[src/hdl/software_timer_table_top_defines.svh]
// ----------------------------------------------------------------------------
// software timer table assertion macros
// concurrent assertion helpers clocked on clk and disabled in reset
// ----------------------------------------------------------------------------
`ifndef SOFTWARE_TIMER_TABLE_TOP_DEFINES_SVH
`define SOFTWARE_TIMER_TABLE_TOP_DEFINES_SVH

// same-cycle implication
`define STT_ASSERT_NOW(label, ante, cons, msg) \
  label: assert property (@(posedge clk) disable iff (rst) (ante) |-> (cons)) else $error(msg);

// next-cycle implication
`define STT_ASSERT_NEXT(label, ante, cons, msg) \
  label: assert property (@(posedge clk) disable iff (rst) (ante) |=> (cons)) else $error(msg);

`endif

[src/hdl/stt_pkg.sv]
// ----------------------------------------------------------------------------
// stt_pkg
// command codes, status codes and beat types of the software timer table
// ----------------------------------------------------------------------------
`default_nettype none

package stt_pkg;

  typedef enum logic [1:0] {
    CMD_ADD    = 2'd0,
    CMD_MODIFY = 2'd1,
    CMD_REMOVE = 2'd2,
    CMD_TICK   = 2'd3
  } cmd_t;

  typedef enum logic [2:0] {
    ST_ADDED     = 3'd0,
    ST_FULL      = 3'd1,
    ST_OK        = 3'd2,
    ST_BAD_ID    = 3'd3,
    ST_EXPIRED   = 3'd4,
    ST_TICK_NONE = 3'd5
  } status_t;

  typedef struct packed {
    cmd_t        cmd;
    logic [4:0]  timer_id;
    logic [31:0] duration_ms;
    logic        periodic;
    logic [15:0] elapsed_ms;
  } cmd_beat_t;

  typedef struct packed {
    status_t     status;
    logic [4:0]  slot_id;
    logic [31:0] interval_ms;
    logic        last;
  } res_beat_t;

endpackage

`default_nettype wire

[src/hdl/stt_ram.sv]
// ----------------------------------------------------------------------------
// stt_ram
// simple dual-port ram, one write port and one registered read port
// ----------------------------------------------------------------------------
`default_nettype none

module stt_ram #(
  parameter int WIDTH = 32,
  parameter int DEPTH = 16
) (
  input  wire logic                                    clk,
  input  wire logic                                    we,
  input  wire logic [(DEPTH > 1 ? $clog2(DEPTH) : 1)-1:0] waddr,
  input  wire logic [WIDTH-1:0]                        wdata,
  input  wire logic [(DEPTH > 1 ? $clog2(DEPTH) : 1)-1:0] raddr,
  output logic      [WIDTH-1:0]                        rdata
);

  logic [WIDTH-1:0] mem [DEPTH];

  always_ff @(posedge clk) begin
    if (we) begin
      mem[waddr] <= wdata;
    end
    rdata <= mem[raddr];
  end

endmodule

`default_nettype wire

[src/hdl/software_timer_table_top.sv]
// ----------------------------------------------------------------------------
// software_timer_table_top
// timer slot table with a 64-bit millisecond clock and a slot sequencer
// ----------------------------------------------------------------------------
// usage:
//   cmd channel (cmd_valid/cmd_ready/cmd_data) takes one command beat at a
//   time; res channel (res_valid/res_ready/res_data) returns result beats,
//   the final beat of a command carries last = 1.
//   add walks the live bits one slot a cycle.
//   modify and remove pass S_SINGLE and S_PUSH to the result register.
//   tick adds elapsed_ms to the clock, then walks the slots: S_TICK_SCAN
//   skips a free slot; a live slot passes S_TICK_SCAN (ram read), S_TICK_CALC
//   (64-bit add and subtract) and S_TICK_EVAL (compare, held while an earlier
//   beat waits on the output); the final beat leaves through S_PUSH.
//   cmd_ready is high only while the sequencer is idle; the next command
//   can enter while the final result still waits in the output register.
//   reset clears the clock and all live and periodic bits; the slot rams
//   are not cleared, a slot is written in full when it is added.
//   when res_ready is low the sequencer holds on the next result beat.
// ----------------------------------------------------------------------------
`default_nettype none
`include "software_timer_table_top_defines.svh"

module software_timer_table_top #(
  parameter int TIMER_SLOTS = 16
) (
  input  wire logic               clk,
  input  wire logic               rst,
  input  wire logic               cmd_valid,
  output logic                    cmd_ready,
  input  wire stt_pkg::cmd_beat_t cmd_data,
  output logic                    res_valid,
  input  wire logic               res_ready,
  output stt_pkg::res_beat_t      res_data
);

  localparam int IW = (TIMER_SLOTS > 1) ? $clog2(TIMER_SLOTS) : 1;
  localparam int CW = $clog2(TIMER_SLOTS + 1);

  typedef enum logic [2:0] {
    S_IDLE,
    S_ADD_SCAN,
    S_SINGLE,
    S_TICK_SCAN,
    S_TICK_CALC,
    S_TICK_EVAL,
    S_PUSH
  } state_t;

  state_t             state;
  stt_pkg::cmd_beat_t item;
  stt_pkg::res_beat_t pend;
  logic               pend_valid;
  logic [CW-1:0]      idx;
  logic [63:0]        clock_ms;
  logic [TIMER_SLOTS-1:0] live;
  logic [TIMER_SLOTS-1:0] per;
  logic [63:0]        sum;
  logic [63:0]        diff;

  logic [IW-1:0] slot;
  logic [IW-1:0] sid;
  logic [IW-1:0] waddr;
  logic          scan_done;
  logic          bad_id;
  logic          out_free;
  logic          add_take;
  logic          expired;
  logic          eval_go;
  logic          res_load;
  logic [31:0]   ival;
  logic [4:0]    idx_id;
  logic          dur_we;
  logic          start_we;
  logic          last_we;
  logic [31:0]   rd_dur;
  logic [63:0]   rd_start;
  logic [63:0]   rd_last;

  assign cmd_ready = (state == S_IDLE);
  assign slot      = idx[IW-1:0];
  assign sid       = IW'(item.timer_id - 5'd1);
  assign scan_done = (idx == CW'(TIMER_SLOTS));
  assign bad_id    = (item.timer_id == 5'd0) || ({2'b00, item.timer_id} > 7'(TIMER_SLOTS));
  assign out_free  = !res_valid || res_ready;
  assign add_take  = (state == S_ADD_SCAN) && !scan_done && !live[slot];
  assign expired   = (sum <= clock_ms);
  assign eval_go   = (state == S_TICK_EVAL) && expired && (!pend_valid || out_free);
  assign res_load  = (eval_go && pend_valid) || ((state == S_PUSH) && out_free);
  assign ival      = (diff[63:32] != 32'd0) ? 32'hFFFF_FFFF : diff[31:0];
  assign idx_id    = 5'(idx + CW'(1));

  always_comb begin
    dur_we   = add_take ||
               ((state == S_SINGLE) && !bad_id && live[sid] &&
                (item.cmd == stt_pkg::CMD_MODIFY));
    start_we = add_take || (eval_go && per[slot]);
    last_we  = add_take || (state == S_TICK_CALC);
    waddr    = (state == S_SINGLE) ? sid : slot;
  end

  stt_ram #(.WIDTH(32), .DEPTH(TIMER_SLOTS)) u_dur_ram (
    .clk   (clk),
    .we    (dur_we),
    .waddr (waddr),
    .wdata (item.duration_ms),
    .raddr (slot),
    .rdata (rd_dur)
  );

  stt_ram #(.WIDTH(64), .DEPTH(TIMER_SLOTS)) u_start_ram (
    .clk   (clk),
    .we    (start_we),
    .waddr (waddr),
    .wdata (clock_ms),
    .raddr (slot),
    .rdata (rd_start)
  );

  stt_ram #(.WIDTH(64), .DEPTH(TIMER_SLOTS)) u_last_ram (
    .clk   (clk),
    .we    (last_we),
    .waddr (waddr),
    .wdata (clock_ms),
    .raddr (slot),
    .rdata (rd_last)
  );

  always_ff @(posedge clk) begin
    if (rst) begin
      state      <= S_IDLE;
      res_valid  <= 1'b0;
      pend_valid <= 1'b0;
      clock_ms   <= 64'd0;
      live       <= '0;
      per        <= '0;
    end else begin
      if (res_load) begin
        res_valid <= 1'b1;
      end else if (res_valid && res_ready) begin
        res_valid <= 1'b0;
      end
      case (state)
        S_IDLE: begin
          if (cmd_valid) begin
            item       <= cmd_data;
            idx        <= '0;
            pend_valid <= 1'b0;
            case (cmd_data.cmd)
              stt_pkg::CMD_ADD: state <= S_ADD_SCAN;
              stt_pkg::CMD_TICK: begin
                clock_ms <= clock_ms + 64'(cmd_data.elapsed_ms);
                state    <= S_TICK_SCAN;
              end
              default: state <= S_SINGLE;
            endcase
          end
        end
        S_ADD_SCAN: begin
          if (scan_done) begin
            pend  <= '{status: stt_pkg::ST_FULL, slot_id: 5'd0, interval_ms: 32'd0,
                       last: 1'b1};
            state <= S_PUSH;
          end else if (!live[slot]) begin
            live[slot] <= 1'b1;
            per[slot]  <= item.periodic;
            pend  <= '{status: stt_pkg::ST_ADDED, slot_id: idx_id, interval_ms: 32'd0,
                       last: 1'b1};
            state <= S_PUSH;
          end else begin
            idx <= idx + CW'(1);
          end
        end
        S_SINGLE: begin
          if (bad_id) begin
            pend <= '{status: stt_pkg::ST_BAD_ID, slot_id: 5'd0, interval_ms: 32'd0,
                      last: 1'b1};
          end else begin
            if (live[sid] && (item.cmd == stt_pkg::CMD_REMOVE)) begin
              live[sid] <= 1'b0;
              per[sid]  <= 1'b0;
            end
            pend <= '{status: stt_pkg::ST_OK, slot_id: 5'd0, interval_ms: 32'd0,
                      last: 1'b1};
          end
          state <= S_PUSH;
        end
        S_TICK_SCAN: begin
          if (scan_done) begin
            if (!pend_valid) begin
              pend <= '{status: stt_pkg::ST_TICK_NONE, slot_id: 5'd0, interval_ms: 32'd0,
                        last: 1'b1};
            end
            state <= S_PUSH;
          end else if (live[slot]) begin
            state <= S_TICK_CALC;
          end else begin
            idx <= idx + CW'(1);
          end
        end
        S_TICK_CALC: begin
          sum   <= rd_start + 64'(rd_dur);
          diff  <= clock_ms - rd_last;
          state <= S_TICK_EVAL;
        end
        S_TICK_EVAL: begin
          if (!expired) begin
            idx   <= idx + CW'(1);
            state <= S_TICK_SCAN;
          end else if (eval_go) begin
            if (pend_valid) begin
              res_data  <= '{status: pend.status, slot_id: pend.slot_id,
                             interval_ms: pend.interval_ms, last: 1'b0};
            end
            if (!per[slot]) begin
              live[slot] <= 1'b0;
            end
            pend       <= '{status: stt_pkg::ST_EXPIRED, slot_id: idx_id, interval_ms: ival,
                            last: 1'b1};
            pend_valid <= 1'b1;
            idx        <= idx + CW'(1);
            state      <= S_TICK_SCAN;
          end
        end
        S_PUSH: begin
          if (out_free) begin
            res_data  <= '{status: pend.status, slot_id: pend.slot_id,
                           interval_ms: pend.interval_ms, last: 1'b1};
            state     <= S_IDLE;
          end
        end
        default: state <= S_IDLE;
      endcase
    end
  end

  `STT_ASSERT_NEXT(a_busy_after_accept, cmd_valid && cmd_ready, !cmd_ready, "accepted command did not leave idle")
  `STT_ASSERT_NOW(a_single_is_last, res_valid && (res_data.status != stt_pkg::ST_EXPIRED), res_data.last, "non-expiry result without last")
  `STT_ASSERT_NEXT(a_clock_holds, state != S_IDLE, $stable(clock_ms), "clock moved outside a tick accept")
  `STT_ASSERT_NOW(a_eval_live, (state == S_TICK_CALC) || (state == S_TICK_EVAL), live[slot], "evaluating a free slot")

endmodule

`default_nettype wire
[config.mk]
export PLATFORM = sky130hd
export DESIGN_NAME = software_timer_table_top
export DESIGN_NICKNAME = d
export VERILOG_FILES = /design/src/hdl/stt_pkg.sv /design/src/hdl/stt_ram.sv /design/src/hdl/software_timer_table_top.sv
export VERILOG_INCLUDE_DIRS = /design/src /design/src/hdl
export SDC_FILE = /design/constraint.sdc
export NUM_CORES = 2
export LEC_CHECK = 0
export BUFFER_PORTS_ARGS = -buffer_cell sky130_fd_sc_hd__buf_2
export CAP_MARGIN = 15
export CORE_MARGIN = 2
export CORE_UTILIZATION = 57
export DETAILED_ROUTE_END_ITERATION = 10
export PLACE_DENSITY = 0.79
export SYNTH_ARGS = -nofsm -noshare
export SYNTH_HDL_FRONTEND = slang
export SYNTH_SLANG_ARGS = --single-unit
[constraint.sdc]
create_clock -name clk -period 7 [get_ports clk]
set_input_delay 1.05 -clock clk [delete_from_list [all_inputs] [get_ports clk]]
set_output_delay 1.05 -clock clk [all_outputs]
set_load 0.005 [all_outputs]
Word-level counts from Yosys, hierarchy flattened
Memory sizes are Yosys's and may differ from the RTL's. A register that Yosys moved wholly into a read port is not among the register bits.
Cells that the tools add are included.
{ "word_totals": {"memories": 3, "mem_bits_rw": 2560, "output_inout_bits": 43, "regBits": 355, "mem_bits_ro": 0, "input_bits": 60, "word_cells": 185, "latchBits": 0} }
{ "classes": {"n_bitwise": 7, "muxes": 69, "n_eq_ne": 28, "n_lt_le_gt_ge": 6, "reduce_logical": 47, "mul": 0, "n_shift": 0, "add_sub_neg": 5, "div": 0} }
{ "memory_table": {"columns": ["name", "depth", "width", "read_ports", "rd_ports_with_merged_regs", "wr", "line_no", "text"], "rows": [
  ["u_last_ram.mem", 16, 64, 1, 1, 1, "stt_ram.sv:19", "logic [WIDTH-1:0] mem [DEPTH];"],
  ["u_start_ram.mem", 16, 64, 1, 1, 1, "stt_ram.sv:19", null],
  ["u_dur_ram.mem", 16, 32, 1, 1, 1, "stt_ram.sv:19", null]
]} }
{ "op_table": {"columns": ["cell", "n"], "rows": [
  ["$mux W41", 10],
  ["$mux W16", 11],
  ["$pmux W41 S4", 1],
  ["$pmux W41 S2", 1],
  ["$add A64 B16 Y64", 1],
  ["$add A64 B32 Y64", 1],
  ["$le A64 B64 Y1", 1],
  ["$sub A64 B64 Y64", 1],
  ["$and A16 B16 Y16", 3],
  ["$pmux W16 S3", 1],
  ["$mux W39", 1],
  ["$mux W5", 7],
  ["$mux W32", 1],
  ["$not A16 Y16", 2],
  ["$pmux W16 S2", 1],
  ["$reduce_bool A32 Y1", 1],
  ["$ne A2 B2 Y1 const B", 13],
  ["$mux W3", 8],
  ["$pmux W3 S7", 1],
  ["$pmux W5 S4", 1],
  ["$bwmux W16", 1],
  ["$mux W1", 16],
  ["$or A16 B16 Y16", 1],
  ["$reduce_and A8 Y1", 2],
  ["34 further kinds", 75]
]} }

Depth between registers and ports, before layout
{ "logic_depth": {"ltp_word": 10, "depth_mapped": 14, "mapped_depth_nobuf": 13} }

Hierarchy
From an unflattened synthesis, not the netlist that was laid out.
{ "hier_totals": {"hier_cells": 6354, "hier_area_um2": 120593.2} }
{ "modules_own_cells": {"columns": ["mod", "instances", "seq_area_each_um2", "area_each_um2", "cells_per_inst"], "rows": [
  ["stt_ram (u_last_ram)", 1, 32030.7, 39583.0, 1647],
  ["stt_ram (u_start_ram)", 1, 32030.7, 39581.7, 1647],
  ["software_timer_table_top", 1, 9649.3, 21593.2, 2222],
  ["stt_ram (u_dur_ram)", 1, 16015.4, 19835.3, 838]
]} }

Least setup slack after synthesis
No wires, ideal clock.
{ "synth_timing": {"path_kind": "input-to-reg", "startpoint": "input port rst", "endpoint": "register diff[0], enable pin", "stages": 4, "path_slack_ps": -366, "t_arrival_ps": 6749, "required_ps": 6383, "path_cell_list": "clkbuf_1 > inv_1 > nand2_1 > nor2_1"} }
{ "synth_between": {"elab_chain_len": 2} }
{ "synth_lines": {"columns": ["item", "line_no", "text"], "rows": [
  ["start, declared", "software_timer_table_top.sv:28", "input wire logic rst,"],
  ["$not A1 Y1 (no line)", null, null],
  ["$reduce_and A2 Y1 (no line)", null, null],
  ["end signal, assigned", "software_timer_table_top.sv:203", "diff <= clock_ms - rd_last;"],
  ["end, declared", "software_timer_table_top.sv:59", "logic [63:0] diff;"]
]} }
Every way passes these cells.
A chain may end at the register's enable or synchronous reset.

Worst setup path after layout
{ "layout_timing": {"startpoint": "register clock_ms[4]", "endpoint": "memory u_start_ram.mem[7][23], enable pin"} }
{ "layout_between": {"elab_chain_len": 7} }
{ "layout_lines": {"columns": ["item", "line_no", "text"], "rows": [
  ["start, declared", "software_timer_table_top.sv:55", "logic [63:0] clock_ms;"],
  ["start signal, assigned", "software_timer_table_top.sv:152", "clock_ms <= clock_ms + 64'(cmd_data.elapsed_ms);"],
  ["$le A64 B64 Y1", "software_timer_table_top.sv:87", "assign expired = (sum <= clock_ms);"],
  ["$logic_and A1 B1 Y1 (2 in a row)", "software_timer_table_top.sv:88", "assign eval_go = (state == S_TICK_EVAL) && expired && (!pend_valid || out_free);"],
  ["$logic_and A1 B1 Y1", "software_timer_table_top.sv:97", "start_we = add_take || (eval_go && per[slot]);"],
  ["$logic_or A1 B1 Y1", "software_timer_table_top.sv:97", null],
  ["$mux W1", "stt_ram.sv:22", "if (we) begin"],
  ["$mux W1 (implied by the code)", "stt_ram.sv:23", "mem[waddr] <= wdata;"],
  ["end, declared", "stt_ram.sv:19", null]
]} }
Every way passes these cells.

==> metrics.md <==
| Metric | Value |
|---|---|
| CTS tree | yes |
| Die width | around 470 um |
| Post-DP Area | ~0.13 sq mm |
| Wire per inst | between 30 and 40 um |
| Final critical-path share of the clock period | 0.783 |
| Mapped cell area | around 0.12 sq mm |
| Layout cells sized above 1 | 0.252 |
| Hold Vio Cnt, Final | 0 |
| RSZ-0062 raised after global routing | false |
| Most common cell in the netlist | edfxtp_1 |
| Initial DRC count | between 9000 and 10000 |
| CP Launch Type | flop |
| Global-route wire length before repair | about 460000 um |
| Area of the die | ~0.22 sq mm |
| Chip Height | between 400 and 500 um |
| Final nets | approximately 6700 |
| # rows | 169 |
| Most area-hungry cell type in the Yosys netlist | edfxtp_1 |
| CTS buffer count | 312 |
| Register area | 0.0897 sq mm |
| Syn_nets | 6340 |
| Routed vias | roughly 65000 |
| Fin crit period | ~5.5 ns |
| Register share of total power | 0.450 |
| Area share of the largest cell type after synthesis | 0.695 |
| Pre-antenna DRT Iters | 8 |
| EDFF count, synth | around 2800 |
| Pin count of the biggest net entering global routing | roughly 150 |
| Gr ovfl total | 0 |
| Routed Antenna Nets | 0 |
| P_int | 0.0361 W |
| Status | complete, no violations |
| Slew Viols, Final | 0 |
| Post-cts resize count | 0 |
| Setup TNS | 0 ns |
| Final cell count without fillers | between 9000 and 10000 |
| IO Pins | between 100 and 150 |
| Top FF cell, synth | edfxtp_1 |
| Fin area | between 0.1 and 0.15 sq mm |
| Pwr dens | 366 mW/mm^2 |
| Placed cells | between 8000 and 9000 |
| Leading post-synthesis cells by cell area | edfxtp_1 (69%), mux4_2 (15%), dfxtp_1 (4.3%), ha_1 (1.9%), nor2_1 (0.93%) |
| CTS clk-pin slew, worst paths | 0.06 ns |
| H-tree depth | 5 |
| Warning count from the yosys run | 0 |
| Hold-fix buffers, CTS | 0 |
| Synthesis-to-layout area growth | 12.6% |
| Worst min path class | input port to flop |
| Share of total power in the clock network | 0.333 |
| Clock Path Buffers | 4 |
| Global-route usage over all layers | 0.291 |
| Syn Inst Count | a little over 6000 |
| Final GP Congestion | ~0.92 |
| IO buf count | between 100 and 150 |
| CORE AREA | between 0.2 and 0.25 sq mm |
| Kind of critical path | flop to flop |
| Multi-input gate area | a little over 0.03 sq mm |
| Worst-Skew Late Latency | 0.96 ns |
| Synth Register Bits | between 3000 and 4000 |
| Async set-reset flop share out of synthesis | 0 |
| Worst slew margin | 0.181 |
| CP Data Arrival Time | ~6 ns |
| Combinational Power Share | 0.217 |
| HPWL after DPL | approximately 170000 um |
| DRC Markers | 0 |
| Switch share | 0.281 |
| Pleak | 45.4 nW |
| Peak VDD IR | between 0.0003 and 0.0004 V |
| Synth cell types | 96 |
| Routed WL | around 320000 um |
| Layout filler cell count | 13100 |
| Maxcap violations | 0 |
| Worst path required time | roughly 7.5 ns |
| Clock Skews | 0.0963 ns |
| Post-CTS setup buffers | 0 |
| Root Buffer | clkbuf_16 |
| Avg Vias per Cell | between 6 and 7 |
| Vias in the first global route | around 65000 |
| Most frequent cells after synthesis | edfxtp_1 (2814), mux4_2 (810), nor2_1 (302) |
| Critical Path Sink Type | flop |
| Sequential share of the synthesized area | 0.738 |
| Hold_ws | approximately 0.27 ns |
| Starting Density | 0.574 |
| Final setup vio count | 0 |
| NetSw | around 0.014 W |
| F_max | between 150 and 200 MHz |
| CTS Sinks | a little over 3000 |
| Mean Syn Cell Area | roughly 20 sq um |
| Least-Margin Pin Slew | about 1.2 ns |
| Initial antenna violation count | 15 |
| Crit-path max FO | 43 |
## placed cells by master (no fill, tap or decap), types with 32 or more instances in the layout
cell | synthesis | final
edfxtp_1 | 2814 | 2814
o21ai_0 | 82 | 82
clkbuf_1 | 184 | 77
nor3_1 | 41 | 39
xor2_1 | 49 | 49
nor2_1 | 302 | 252
ha_1 | 185 | 185
a21oi_1 | 192 | 189
a21o_1 | 96 | 96
buf_2 | 10 | 101
nand2_1 | 163 | 163
mux4_2 | 810 | 810
buf_4 | 7 | 177
nand3_1 | 70 | 70
clkinv_2 | 0 | 36
inv_1 | 172 | 172
nand4_1 | 39 | 39
clkbuf_16 | 0 | 320
bufinv_16 | 0 | 32
xnor2_1 | 89 | 89
a211oi_1 | 33 | 33
dfxtp_1 | 261 | 261
mux2_2 | 34 | 34
nor2_4 | 1 | 51
clkinv_1 | 1 | 35
## sequential cells by signal (all words and copies together), names as in the netlist, 5 cells and up
register	flops
u_last_ram.mem	1024
u_start_ram.mem	1024
live	16
u_dur_ram.mem	512
clock_ms	64
u_dur_ram.rdata	32
diff	64
per	16
idx	5
item	40
u_last_ram.rdata	64
pend	40
res_data	41
u_start_ram.rdata	64
sum	64
## metal layers
| metal | global-route usage | vias to the layer above | wire [um] |
|---|---|---|---|
| met4 | 0.134 | 10 | 15700 |
| met5 | 0 | - | 61 |
| met3 | 0.0550 | 836 | 33900 |
| met2 | 0.468 | 4809 | 154000 |
| met1 | 0.390 | 33300 | 112000 |
| li1 | - | 25600 | - |
## layout make-up
cell class              instances  area share
diodes                         16    0.000292
clock buffers                 424      0.0633
clock inverters               127      0.0109
inverters                     173     0.00474
multi-input cells            2564       0.223
flip-flops and latches       3075       0.655
well taps                    2821      0.0258
repair buffers                299      0.0164
## cell families after synthesis
group	Yosys count	share of synthesized area
compound gates	606	0.0331
simple gates	781	0.0308
xor+xnor	139	0.0101
mux	850	0.154
flops	3075	0.738
fa+ha+maj	188	0.0195
buf+inv	453	0.0147
## worst paths after layout
| kind | startpoint | end | slack (ns) | depth (start not counted) |
|---|---|---|---|---|
| setup reg to reg | clock_ms[4] | u_start_ram.mem[7][23] | 1.52 | 15 |
| hold / removal | cmd_data[16] | item[16] | 0.27 | 1 |
| setup / recovery | clock_ms[4] | u_start_ram.mem[7][23] | 1.52 | 15 |
| hold reg to reg | pend[9] | res_data[9] | 0.42 | 0 |
## stage by stage
step / utilization / total power (W) / setup WS (ns)
floorplan: - / 0.0299 / 0.612
global placement: 0.597 / 0.0332 / 1.83
detailed placement: 0.597 / 0.0334 / 1.70
CTS: 0.645 / 0.0501 / 1.62
global route: 0.646 / 0.0515 / 1.45
finish: 0.646 / 0.0501 / 1.52
## power groups by stage
stage                     combinational, W  clock, W  sequential (W)
final                               0.0109    0.0167          0.0226
after floorplan                    0.00730         0          0.0226
after CTS                           0.0108    0.0168          0.0225
after global routing                0.0115    0.0174          0.0226
after detailed placement            0.0106         0          0.0228
after global placement              0.0104         0          0.0228
## worst max-delay path, stage by stage, from the launching register on
cell and delay (ns):
dfxtp_1 0.92, buf_4 0.35, inv_1 0.08, ha_1 0.20
a21o_1 0.16, a21o_1 0.18, a21oi_1 0.13, o21ai_0 0.09
a21oi_1 0.37, o221ai_1 0.35, a211oi_2 0.53, and2_1 0.27
a21oi_4 0.17, buf_4 0.29, nor2_4 0.14, buf_4 0.71
(Power assumes the default switching activity.)
